<file path="src/rtl/ptad_pkg.sv">
// Shared constants, types and the arctangent table for the point-to-angle block.
`default_nettype none
package ptad_pkg;

   localparam int COORD_BITS      = 12;
   localparam int ANGLE_FRAC_BITS = 7;
   localparam int ROTATION_STEPS  = 16;

   localparam int TABLE_FRAC = 20;
   localparam int PRESHIFT   = 24;
   localparam int TBL_W      = 26;
   localparam int TBL_IDX_W  = 5;

   localparam int CENTER_W = 11;
   localparam int ANGLE_W  = 16;
   localparam int CSR_IDX_W  = 2;
   localparam int CSR_DATA_W = 16;

   localparam int DX_W  = ((COORD_BITS > 12) ? COORD_BITS : 12) + 1;
   localparam int MAG_W = DX_W - 1;
   localparam int XY_W  = MAG_W + PRESHIFT + 3;
   localparam int ZW    = 29;
   localparam int ANG_W = (ANGLE_FRAC_BITS + 9 > ANGLE_W) ? ANGLE_FRAC_BITS + 9 : ANGLE_W;
   localparam int STEP_W = $clog2(ROTATION_STEPS);

   localparam logic [CSR_IDX_W-1:0] CSR_CENTER_X = 2'd0;
   localparam logic [CSR_IDX_W-1:0] CSR_CENTER_Y = 2'd1;
   localparam logic [CSR_IDX_W-1:0] CSR_MAX_ANGLE = 2'd2;

   localparam logic [CENTER_W-1:0] CENTER_RESET = 11'd50;
   localparam logic [ANGLE_W-1:0]  MAX_RESET    = ANGLE_W'(360 * (1 << ANGLE_FRAC_BITS));
   localparam logic [ANGLE_W-1:0]  HELD_RESET   = ANGLE_W'(90 * (1 << ANGLE_FRAC_BITS));

   typedef struct packed {
      logic              load;
      logic              rotate;
      logic [STEP_W-1:0] step;
      logic              commit;
   } ptad_cmd_type;

   // arctangent of 2^-i in units of 2^-20 degree
   function automatic logic [TBL_W-1:0] atan_entry(input logic [TBL_IDX_W-1:0] idx);
      logic [TBL_W-1:0] v;
      case (idx)
         5'd0:    v = 26'd47185920;
         5'd1:    v = 26'd27855475;
         5'd2:    v = 26'd14718068;
         5'd3:    v = 26'd7471121;
         5'd4:    v = 26'd3750058;
         5'd5:    v = 26'd1876857;
         5'd6:    v = 26'd938658;
         5'd7:    v = 26'd469357;
         5'd8:    v = 26'd234682;
         5'd9:    v = 26'd117342;
         5'd10:   v = 26'd58671;
         5'd11:   v = 26'd29335;
         5'd12:   v = 26'd14668;
         5'd13:   v = 26'd7334;
         5'd14:   v = 26'd3667;
         5'd15:   v = 26'd1833;
         5'd16:   v = 26'd917;
         5'd17:   v = 26'd458;
         5'd18:   v = 26'd229;
         5'd19:   v = 26'd115;
         5'd20:   v = 26'd57;
         5'd21:   v = 26'd29;
         5'd22:   v = 26'd14;
         5'd23:   v = 26'd7;
         default: v = '0;
      endcase
      return v;
   endfunction

endpackage
`default_nettype wire

</file>
<file path="src/rtl/ptad_ctrl.sv">
// Controller: sequences load, rotation steps and commit, and owns the result valid flag.
`default_nettype none
module ptad_ctrl (
   input  wire logic                  clock,
   input  wire logic                  reset,
   input  wire logic                  req_valid,
   output logic                       req_ready,
   output logic                       rsp_valid,
   input  wire logic                  rsp_ready,
   output ptad_pkg::ptad_cmd_type     cmd
);
   import ptad_pkg::*;

   typedef enum logic [2:0] {
      ST_IDLE = 3'b001,
      ST_ROT  = 3'b010,
      ST_FIN  = 3'b100
   } state_type;

   state_type         state_ff, state_in;
   logic [STEP_W-1:0] step_ff, step_in;
   logic              rsp_valid_ff, rsp_valid_in;
   logic              commit;

   always_comb begin
      state_in = state_ff;
      step_in  = step_ff;
      commit   = 1'b0;
      case (state_ff)
         ST_IDLE: begin
            step_in = '0;
            if (req_valid) begin
               state_in = ST_ROT;
            end
         end
         ST_ROT: begin
            step_in = step_ff + 1'b1;
            if (step_ff == STEP_W'(ROTATION_STEPS - 1)) begin
               state_in = ST_FIN;
            end
         end
         ST_FIN: begin
            if (!rsp_valid_ff || rsp_ready) begin
               commit   = 1'b1;
               state_in = ST_IDLE;
            end
         end
         default: begin
            state_in = ST_IDLE;
         end
      endcase
   end

   assign rsp_valid_in = commit ? 1'b1 : (rsp_ready ? 1'b0 : rsp_valid_ff);

   always_ff @(posedge clock) begin
      if (reset) begin
         state_ff     <= ST_IDLE;
         step_ff      <= '0;
         rsp_valid_ff <= 1'b0;
      end else begin
         state_ff     <= state_in;
         step_ff      <= step_in;
         rsp_valid_ff <= rsp_valid_in;
      end
   end

   assign req_ready  = (state_ff == ST_IDLE);
   assign rsp_valid  = rsp_valid_ff;
   assign cmd.load   = (state_ff == ST_IDLE) && req_valid;
   assign cmd.rotate = (state_ff == ST_ROT);
   assign cmd.step   = step_ff;
   assign cmd.commit = commit;

endmodule
`default_nettype wire

</file>
<file path="src/rtl/ptad_dp.sv">
// Datapath: config registers, CORDIC vectoring unit, quadrant fix-up, held angle and result register.
`default_nettype none
module ptad_dp (
   input  wire logic                                   clock,
   input  wire logic                                   reset,
   input  wire ptad_pkg::ptad_cmd_type                 cmd,
   input  wire logic signed [ptad_pkg::COORD_BITS-1:0] req_point_x,
   input  wire logic signed [ptad_pkg::COORD_BITS-1:0] req_point_y,
   input  wire logic                                   csr_valid,
   input  wire logic [ptad_pkg::CSR_IDX_W-1:0]         csr_index,
   input  wire logic [ptad_pkg::CSR_DATA_W-1:0]        csr_data,
   output logic [ptad_pkg::ANGLE_W-1:0]                rsp_angle,
   output logic                                        rsp_updated,
   output logic                                        rsp_at_center
);
   import ptad_pkg::*;

   localparam logic signed [ZW-1:0] Z_LIMIT = ZW'(90 * (1 << TABLE_FRAC));
   localparam logic [ZW-1:0]        Z_HALF  = ZW'(1 << (TABLE_FRAC - ANGLE_FRAC_BITS - 1));
   localparam int                   RND_SH  = TABLE_FRAC - ANGLE_FRAC_BITS;
   localparam logic [ANG_W-1:0] A_90   = ANG_W'(90 * (1 << ANGLE_FRAC_BITS));
   localparam logic [ANG_W-1:0] A_180  = ANG_W'(180 * (1 << ANGLE_FRAC_BITS));
   localparam logic [ANG_W-1:0] A_270  = ANG_W'(270 * (1 << ANGLE_FRAC_BITS));
   localparam logic [ANG_W-1:0] A_360  = ANG_W'(360 * (1 << ANGLE_FRAC_BITS));

   logic [CENTER_W-1:0] center_x_ff, center_y_ff;
   logic [ANGLE_W-1:0]  max_angle_ff;
   logic [ANGLE_W-1:0]  held_ff, held_in;

   logic signed [XY_W-1:0] x_ff, x_in, y_ff, y_in;
   logic signed [ZW-1:0]   z_ff, z_in;
   logic dx_neg_ff, dy_neg_ff, dx_zero_ff, dy_zero_ff;

   logic [ANGLE_W-1:0] rsp_angle_ff;
   logic               rsp_updated_ff, rsp_at_center_ff;

   // config registers
   always_ff @(posedge clock) begin
      if (reset) begin
         center_x_ff  <= CENTER_RESET;
         center_y_ff  <= CENTER_RESET;
         max_angle_ff <= MAX_RESET;
      end else if (csr_valid) begin
         case (csr_index)
            CSR_CENTER_X:  center_x_ff  <= csr_data[CENTER_W-1:0];
            CSR_CENTER_Y:  center_y_ff  <= csr_data[CENTER_W-1:0];
            CSR_MAX_ANGLE: max_angle_ff <= csr_data[ANGLE_W-1:0];
            default: ;
         endcase
      end
   end

   // load: offsets from the centre and their magnitudes
   logic signed [DX_W-1:0] dx, dy;
   logic [DX_W-1:0]        dx_mag, dy_mag;

   assign dx = $signed({{(DX_W-COORD_BITS){req_point_x[COORD_BITS-1]}}, req_point_x})
             - $signed({{(DX_W-CENTER_W){1'b0}}, center_x_ff});
   assign dy = $signed({{(DX_W-COORD_BITS){req_point_y[COORD_BITS-1]}}, req_point_y})
             - $signed({{(DX_W-CENTER_W){1'b0}}, center_y_ff});
   assign dx_mag = dx[DX_W-1] ? DX_W'(-dx) : DX_W'(dx);
   assign dy_mag = dy[DX_W-1] ? DX_W'(-dy) : DX_W'(dy);

   // one vectoring step
   logic signed [XY_W-1:0] xs, ys;
   logic signed [ZW-1:0]   dz;
   logic                   y_pos;

   assign xs    = x_ff >>> cmd.step;
   assign ys    = y_ff >>> cmd.step;
   assign dz    = $signed({{(ZW-TBL_W){1'b0}}, atan_entry(TBL_IDX_W'(cmd.step))});
   assign y_pos = !y_ff[XY_W-1] && (y_ff != '0);

   always_comb begin
      x_in = x_ff;
      y_in = y_ff;
      z_in = z_ff;
      if (cmd.load) begin
         x_in = $signed({{(XY_W-MAG_W-PRESHIFT){1'b0}}, dx_mag[MAG_W-1:0], {PRESHIFT{1'b0}}});
         y_in = $signed({{(XY_W-MAG_W-PRESHIFT){1'b0}}, dy_mag[MAG_W-1:0], {PRESHIFT{1'b0}}});
         z_in = '0;
      end else if (cmd.rotate) begin
         if (y_pos) begin
            x_in = x_ff + ys;
            y_in = y_ff - xs;
            z_in = z_ff + dz;
         end else begin
            x_in = x_ff - ys;
            y_in = y_ff + xs;
            z_in = z_ff - dz;
         end
      end
   end

   always_ff @(posedge clock) begin
      x_ff <= x_in;
      y_ff <= y_in;
      z_ff <= z_in;
      if (cmd.load) begin
         dx_neg_ff  <= dx[DX_W-1];
         dy_neg_ff  <= dy[DX_W-1];
         dx_zero_ff <= (dx == '0);
         dy_zero_ff <= (dy == '0);
      end
   end

   // clamp, round, quadrant fix-up
   logic [ZW-1:0]    z_clamp, z_round, z_shift;
   logic [ANG_W-1:0] base, ang;
   logic             at_center, take;

   always_comb begin
      if (z_ff[ZW-1]) begin
         z_clamp = '0;
      end else if (z_ff > Z_LIMIT) begin
         z_clamp = Z_LIMIT;
      end else begin
         z_clamp = z_ff;
      end
      z_round = z_clamp + Z_HALF;
      z_shift = z_round >> RND_SH;
      base    = z_shift[ANG_W-1:0];

      if (dy_zero_ff) begin
         ang = dx_neg_ff ? A_180 : A_360;
      end else if (dx_zero_ff) begin
         ang = dy_neg_ff ? A_90 : A_270;
      end else if (!dx_neg_ff && dy_neg_ff) begin
         ang = base;
      end else if (dx_neg_ff && dy_neg_ff) begin
         ang = A_180 - base;
      end else if (dx_neg_ff) begin
         ang = A_180 + base;
      end else begin
         ang = A_360 - base;
      end

      at_center = dx_zero_ff && dy_zero_ff;
      take      = !at_center && (ang <= ANG_W'(max_angle_ff));
      held_in   = take ? ang[ANGLE_W-1:0] : held_ff;
   end

   always_ff @(posedge clock) begin
      if (reset) begin
         held_ff <= HELD_RESET;
      end else if (cmd.commit) begin
         held_ff <= held_in;
      end
   end

   always_ff @(posedge clock) begin
      if (cmd.commit) begin
         rsp_angle_ff     <= held_in;
         rsp_updated_ff   <= take;
         rsp_at_center_ff <= at_center;
      end
   end

   assign rsp_angle     = rsp_angle_ff;
   assign rsp_updated   = rsp_updated_ff;
   assign rsp_at_center = rsp_at_center_ff;

endmodule
`default_nettype wire

</file>
<file path="src/rtl/point_to_angle_degrees.sv">
// Top level of the point-to-angle block: controller plus datapath.
`default_nettype none
// Finds the direction of a pointer position seen from the configured centre, in
// 1/128 degree, with screen y growing downward (above the centre is 90 degrees,
// the positive x axis gives 360). The first-quadrant angle comes from a CORDIC
// vectoring unit that does one shift-add rotation per clock, 16 rotations per item.
// Each item is accepted only while the block is idle: the accepting edge loads
// the operands, then the rotation steps run, then a fix-up step writes the result
// register; that write waits while a previous result is not yet taken. A new item
// is accepted in the cycle after that write, even while the previous result still
// waits on rsp_ready; a second finished result then waits for the first.
// A point at the centre, or an angle above max_angle, keeps the held angle and
// reports updated low. Configuration writes are always taken (csr_ready is high)
// and must only be issued while the block is idle.
module point_to_angle_degrees (
   input  wire logic                                   clock,
   input  wire logic                                   reset,
   input  wire logic                                   req_valid,
   output logic                                        req_ready,
   input  wire logic signed [ptad_pkg::COORD_BITS-1:0] req_point_x,
   input  wire logic signed [ptad_pkg::COORD_BITS-1:0] req_point_y,
   output logic                                        rsp_valid,
   input  wire logic                                   rsp_ready,
   output logic [ptad_pkg::ANGLE_W-1:0]                rsp_angle,
   output logic                                        rsp_updated,
   output logic                                        rsp_at_center,
   input  wire logic                                   csr_valid,
   output logic                                        csr_ready,
   input  wire logic [ptad_pkg::CSR_IDX_W-1:0]         csr_index,
   input  wire logic [ptad_pkg::CSR_DATA_W-1:0]        csr_data
);
   import ptad_pkg::*;

   ptad_cmd_type cmd;

   assign csr_ready = 1'b1;

   ptad_ctrl u_ctrl (
      .clock     (clock),
      .reset     (reset),
      .req_valid (req_valid),
      .req_ready (req_ready),
      .rsp_valid (rsp_valid),
      .rsp_ready (rsp_ready),
      .cmd       (cmd)
   );

   ptad_dp u_dp (
      .clock         (clock),
      .reset         (reset),
      .cmd           (cmd),
      .req_point_x   (req_point_x),
      .req_point_y   (req_point_y),
      .csr_valid     (csr_valid),
      .csr_index     (csr_index),
      .csr_data      (csr_data),
      .rsp_angle     (rsp_angle),
      .rsp_updated   (rsp_updated),
      .rsp_at_center (rsp_at_center)
   );

endmodule
`default_nettype wire

</file>
<file path="config.mk">
export PLATFORM = sky130hd
export DESIGN_NAME = point_to_angle_degrees
export DESIGN_NICKNAME = d
export VERILOG_FILES = /design/src/rtl/ptad_pkg.sv /design/src/rtl/ptad_ctrl.sv /design/src/rtl/ptad_dp.sv /design/src/rtl/point_to_angle_degrees.sv
export SDC_FILE = /design/constraint.sdc
export NUM_CORES = 1
export LEC_CHECK = 0
export BUFFER_PORTS_ARGS = -buffer_cell sky130_fd_sc_hd__buf_2
export CAP_MARGIN = 20
export CORE_MARGIN = 5
export CORE_UTILIZATION = 38
export DETAILED_ROUTE_END_ITERATION = 8
export PLACE_DENSITY = 0.62
export SLEW_MARGIN = 10
export SYNTH_ARGS = -nofsm -noshare
export SYNTH_HDL_FRONTEND = slang
export SYNTH_SLANG_ARGS = --single-unit
</file>
<file path="constraint.sdc">
create_clock -name clock -period 15.3 [get_ports clock]
set_input_delay 0 -clock clock [delete_from_list [all_inputs] [get_ports clock]]
set_output_delay 0 -clock clock [all_outputs]
set_load 0.01 [all_outputs]
</file>
==> metrics.txt, run 1 <==
Clk pwr share=35.5%; Reg clk slew, reported paths=0.07 ns; final setup margin=7.14 ns; Yosys warnings=0; first-pass GRT wire length=around 110 mm; reg2reg start=u_dp.z_ff[28]; minimum hold slack=0.0375 ns; Synth Instances=about 2700; DR DRC count=0; ANT nets after route=0; core area=57700 um^2; largest net degree at the start of global routing=96; CP startpoint kind=flip-flop; Ports=68; htree depth=1; Hold Path Class=in -> reg; P per Cell Area=79.2 nW/um^2; sequential-to-total area share from yosys stat=21.7%; RSZ-0062 raised after global routing=no; Die Y=between 200 and 300 um; Area Overhead vs Synth=9.42%; Synth Area in XOR/XNOR=9.57%; initial core utilization=38.4%; peak supply drop=0.0942 mV; post-layout minimum cycle time=8.16 ns; Crit path required time=15.72 ns; clk_skew=0.0456 ns; busiest layer in global routing=met2; nets=2933; Die Width=between 200 and 300 um; Max Transition Viols Final=0; site row count=88; RD Place Congestion=0.927; # Post-CTS Setup Buffers=0; share of cells above drive strength 1=a little over a tenth; max_cap viols=0; Seq pwr share=about a third; Post-Synth Simple-Gate Area=18.7%; dpl ws=7.03 ns; number of global-route vias before repair=19600; via count=20700; Final Hold Viols=0; Detail Placement HPWL=48.6 mm; router iterations before antenna repair=8; final wirelength=65.4 mm; Root Buffer Master=clkbuf_16; GRT met2 Usage=between 30% and 40%; EDFF count, synth=46; Post-Synth Adder-Cell Area=9.32%; most used cell, CP=a21oi_1; met1 Use GR=27.1%; Critical Path Fanout Max=21; Worst path max stage delay=around 0.64 ns; Peak Freq=0.123 GHz; clk_lat worst skew=0.61 ns; run status=completed; combinational cell fraction of total power=30.7%; clock sinks=~220; met3 Usage GRT=2.00%; Switching Share=34.9%; complex-gate fraction of the synthesized area=22.4%; setup slack, reg-to-reg=7.14 ns; critical path capture point type=flip-flop; Initial DRC Count=1881; reg2reg end=u_dp.held_ff[4]; Die ar.=63200 um^2; LEAKAGE=9.62 nW; drt via density=~6; synth unique cells=94; port bufs=66; initial antenna violation count=0; Cells on Worst Hold Path=4; CTS tree=done; Setup Viol. Count Final=0; Clock Tree Buf Depth=3; DR WL/cell=18.6 um; total nets after synthesis=roughly 3000; WS Path Type=reg -> reg; total power=1.92 mW; Mapped Area=around 22000 um^2; Hold Startpoint=req_point_x[0]; Slowest-stage cell, CP=or4_1; GR Util All Layers=19.7%; Setup TNS Final=0 ns; Crit path max-delay family=compound AO/OA/AOI/OAI gates; largest family of logic cells by synthesized area=compound AO/OA/AOI/OAI gates; Worst Path Arrival=8.58 ns; mux share of post-synthesis cell area=13.6%; Post-Syn Area per Cell=8.14 um^2; CTS Buf Count=27; Psw=between 0.6 and 0.7 mW; relative slew slack=34.2%; ys async rst share=0%; Internal=1.25 mW; worst path bufs/invs=1; Hold Path End=u_dp.x_ff[24]; GRT overflow=0; Synth Register Bits=approximately 220; Ant. Diodes=0; reg2reg path depth=28; top_reg_cell synth=dfxtp_1; Worst Max-Slew Pin Slew=0.979 ns; Final period util=53.3%
metrics by stage:
stage                     instance area, um^2  cells  util [%]
after floorplan                         22100   2721         -
after global placement                  23000   3429      39.8
after detailed placement                23000   3429      39.8
after CTS                               24200   3508      42.0
after global routing                    24200   3510      42.0
final                                   24200   3510      42.0
synthesized netlist by cell type (17+ instances only):
cell	number	area, um^2
nand2_1	336	1260
a21oi_1	212	1060
o21ai_0	203	1020
nor2_1	181	679
dfxtp_1	171	3420
ha_1	157	1960
xnor2_1	125	1090
xor2_1	117	1020
inv_1	105	394
clkbuf_1	90	338
nand3_1	86	430
mux4_2	79	1780
mux2i_1	69	691
a21o_1	60	450
nor3_1	47	235
edfxtp_1	46	1380
mux2_2	46	518
o22ai_1	36	225
a31oi_1	31	194
nand2b_1	29	181
o21a_1	24	180
o31ai_1	24	180
nor2b_1	23	144
and3_1	22	138
nor4_1	22	138
o21bai_1	22	165
buf_1	20	75.1
a211oi_1	19	143
and2_1	18	113
o211ai_1	18	135
nand4_1	17	106
kinds of logic after synthesis:
| group | Yosys count |
|---|---|
| and+or+nand+nor | 871 |
| muxes | 195 |
| buffers and inverters | 248 |
| adders and majority gates | 162 |
| xor gates and xnor gates | 242 |
| DFF | 217 |
| other | 1 |
| AOI/OAI and AO/OA | 785 |
worst reg2reg max path, delay by kind of cell, from the launching register on:
kind,cells,cell delay [ns]
compound gates,12,2.66
xor+xnor,1,0.17
fa+ha+maj,2,0.65
buf+inv,1,0.47
flops,1,0.52
mux,3,0.90
simple gates,9,2.63
worst max-delay path by stage:
stage                                  to  cells past startpoint         startpoint  slack (ns)
after global routing      u_dp.held_ff[4]                     28      u_dp.z_ff[28]        6.42
after detailed placement  u_dp.held_ff[4]                     27      u_dp.z_ff[28]        7.03
after floorplan             u_dp.y_ff[37]                     30  u_ctrl.step_ff[3]        8.27
after CTS                 u_dp.held_ff[4]                     27      u_dp.z_ff[28]        7.01
after global placement    u_dp.held_ff[6]                     27      u_dp.z_ff[28]        7.33
final                     u_dp.held_ff[4]                     28      u_dp.z_ff[28]        7.14
state kept, by name (all words and copies together), names as in the netlist, 3 cells and up:
signal / flops
u_dp.x_ff: 39
u_dp.center_x_ff: 11
u_dp.z_ff: 29
u_dp.y_ff: 39
u_ctrl.state_ff: 3
u_ctrl.step_ff: 4
u_dp.held_ff: 16
u_dp.rsp_angle: 16
u_dp.center_y_ff: 11
u_dp.max_angle_ff: 16
u_dp.dz: 26
power groups by stage:
stage	Combinational, mW	Sequential, mW	Clock [mW]
floorplan	0.453	0.637	0
global placement	0.564	0.659	0
detailed placement	0.571	0.660	0
CTS	0.583	0.648	0.695
global route	0.651	0.651	0.717
finish	0.588	0.649	0.681
cells in the final DEF (no fill, tap or decap), types with 24 or more instances in the layout:
master / instances
a31oi_1: 31
clkbuf_16: 30
dfxtp_1: 167
mux2i_1: 69
nand3_1: 86
nand2b_1: 29
nor2_1: 179
dlygate4sd3_1: 29
o21ai_0: 203
nor3_1: 47
o21a_1: 24
a21o_1: 60
a21oi_1: 212
inv_1: 105
xnor2_1: 125
o31ai_1: 24
mux4_2: 79
o22ai_1: 36
edfxtp_1: 46
xor2_1: 117
nand2_1: 334
ha_1: 157
buf_2: 66
mux2_2: 46
layer usage:
layer / vias to the layer above / part of all wire (%)
li1: 10000 / -
met1: 9916 / 45
met2: 647 / 48
met3: 90 / 5.4
met4: 0 / 1.9
met5: - / 0
cell type report:
cell class	instances	area [um^2]
clock buffer	34	776
clock inverter	16	164
fill	5832	33500
inverter	107	402
multi-input combinational	2256	16300
sequential	217	4820
tap	765	957
timing repair buffer	115	781
repair_timing:
action,4_1_cts,5_1_grt
gates resized for setup,0,0
endpoints found under the hold margin,44,0
endpoints found under the setup margin,0,0
hold buffers,29,0
(Power assumes the default switching activity.)
==> inputs of run 2 (changes only) <==
- clock period: 15.3 -> 7.65 ns (I/O delays scaled with it)
==> metrics.txt, run 2 (synthesis results as in run 1) <==
run status=completed; router iterations before antenna repair=5; P per Cell Area=roughly 160 nW/um^2; most used cell, CP=a21oi_1; Root Buffer Master=clkbuf_16; CP startpoint kind=flip-flop; critical path capture point type=flip-flop; Crit path max-delay family=simple AND/OR/NAND/NOR gates; clock sinks=217; biggest regs=u_dp.x_ff (39), u_dp.y_ff (39), u_dp.z_ff (29); Hold Path Class=in -> reg; post-layout minimum cycle time=7.12 ns; DR DRC count=0; Slowest-stage cell, CP=or4_1; share of cells above drive strength 1=11.3%; Ant. Diodes=0; Max Transition Viols Final=0; Finished Cell Area=24400 um^2; htree depth=1; drt via density=5.84; dpl ws=roughly 0.38 ns; initial core utilization=38.4%; initial antenna violation count=0; final wirelength=64.8 mm; port bufs=66; largest net degree at the start of global routing=87; commonest non-fill, non-tap cell in the layout=nand2_1; Placed Instances=approximately 3400; RD Place Congestion=around 0.9; via count=20600; ANT nets after route=0; CTS Buf Count=27; clk_lat worst skew=0.59 ns; Area Overhead vs Synth=10.0%; Worst Max-Slew Pin Slew=0.906 ns; LEAKAGE=roughly 9.7 nW; nets=2948; DR WL/cell=18.4 um; Post-Layout Cell Count=3524; Worst Path Arrival=7.44 ns; Die Width=251 um; WS Path Type=reg -> reg; max_cap viols=0; Reg clk slew, reported paths=0.06 ns; Final period util=93.1%; Worst path max stage delay=between 0.6 and 0.7 ns; GRT overflow=0; Setup TNS Final=0 ns; Crit path required time=7.96 ns; Die ar.=63200 um^2; worst path bufs/invs=3; Initial DRC Count=1718; Setup Viol. Count Final=0; GR Util All Layers=19.6%; first-pass GRT wire length=roughly 110 mm; Final Hold Viols=0; peak supply drop=about 0.18 mV; clk_skew=0.0343 ns; commonest cells after routing, fill and taps aside=334 x nand2_1, 211 x a21oi_1, 203 x o21ai_0, 179 x nor2_1, 167 x dfxtp_1; final core occ=between 40 and 50%; core area=between 50000 and 60000 um^2; site row count=88; Ports=~70; relative slew slack=39.0%; Placement Cell Area=23100 um^2; Detail Placement HPWL=48.5 mm; number of global-route vias before repair=19900; RSZ-0062 raised after global routing=no; Critical Path Fanout Max=21; Peak Freq=0.140 GHz; final setup margin=0.526 ns; Die Y=251 um; CTS tree=done; Clock Tree Buf Depth=3
-- run 2: changes by cell type in the layout (fill, tap and decap cells not counted), sizes merged --
cell	delta
buf	+16
clkinvlp	+2
clkinv	-6
bufinv	+1
dlymetal6s2s	-2
inv	-2
clkbuf	+5
-- run 2: where the power goes --
part | internal (mW) | switching [mW] | leakage (nW)
Sequential | 1.22 | 0.0812 | 1.82
Combinational | 0.494 | 0.690 | 7.41
Clock | 0.834 | 0.540 | 0.465
-- run 2: worst paths after layout --
check / start / endpoint / slack [ns] / cells after the start
max reg2reg: u_dp.z_ff[28] / u_dp.rsp_angle[13] / 0.53 / 28
max: u_dp.z_ff[28] / u_dp.rsp_angle[13] / 0.53 / 28
min reg2reg: u_dp.max_angle_ff[9] / u_dp.max_angle_ff[9] / 0.45 / 2
min: req_point_x[0] / u_dp.x_ff[24] / 0.06 / 4
-- run 2: worst min-delay path: cells and delay by family --
kind	cells	cell delay, ns
fa+ha+maj	1	0.22
buf+inv	2	0.14
compound gates	1	0.10
-- run 2: area by class of cell --
type	count	area (um^2)
timing repair buffer	130	883
sequential	217	4820
clock inverter	11	158
inverter	107	405
clock buffer	38	800
tap	765	957
fill	5797	33300
multi-input combinational	2256	16300
-- run 2: routing by layer --
metal | track usage, % | vias up | wire (um)
met3 | 2.43 | 116 | 3640
li1 | - | 10100 | -
met5 | 0 | - | 0
met2 | 32.9 | 607 | 30000
met1 | 26.8 | 9766 | 29500
met4 | 5.38 | 0 | 1730
-- run 2: timing repair --
action	CTS	global route
hold endpoints to repair	44	0
endpoints found under the setup margin	0	13
buffers inserted	0	2
hold buffers	29	0
gates resized for setup	0	4
-- run 2: stage by stage --
| stage | total power [mW] | hold slack (ns) |
|---|---|---|
| 2_1_floorplan | 2.18 | 0.118 |
| 3_3_place_gp | 2.44 | 0.207 |
| 3_5_place_dp | 2.46 | 0.215 |
| 4_1_cts | 3.87 | 0.0126 |
| 5_1_grt | 4.08 | 0.0740 |
| 6_report | 3.86 | 0.0570 |
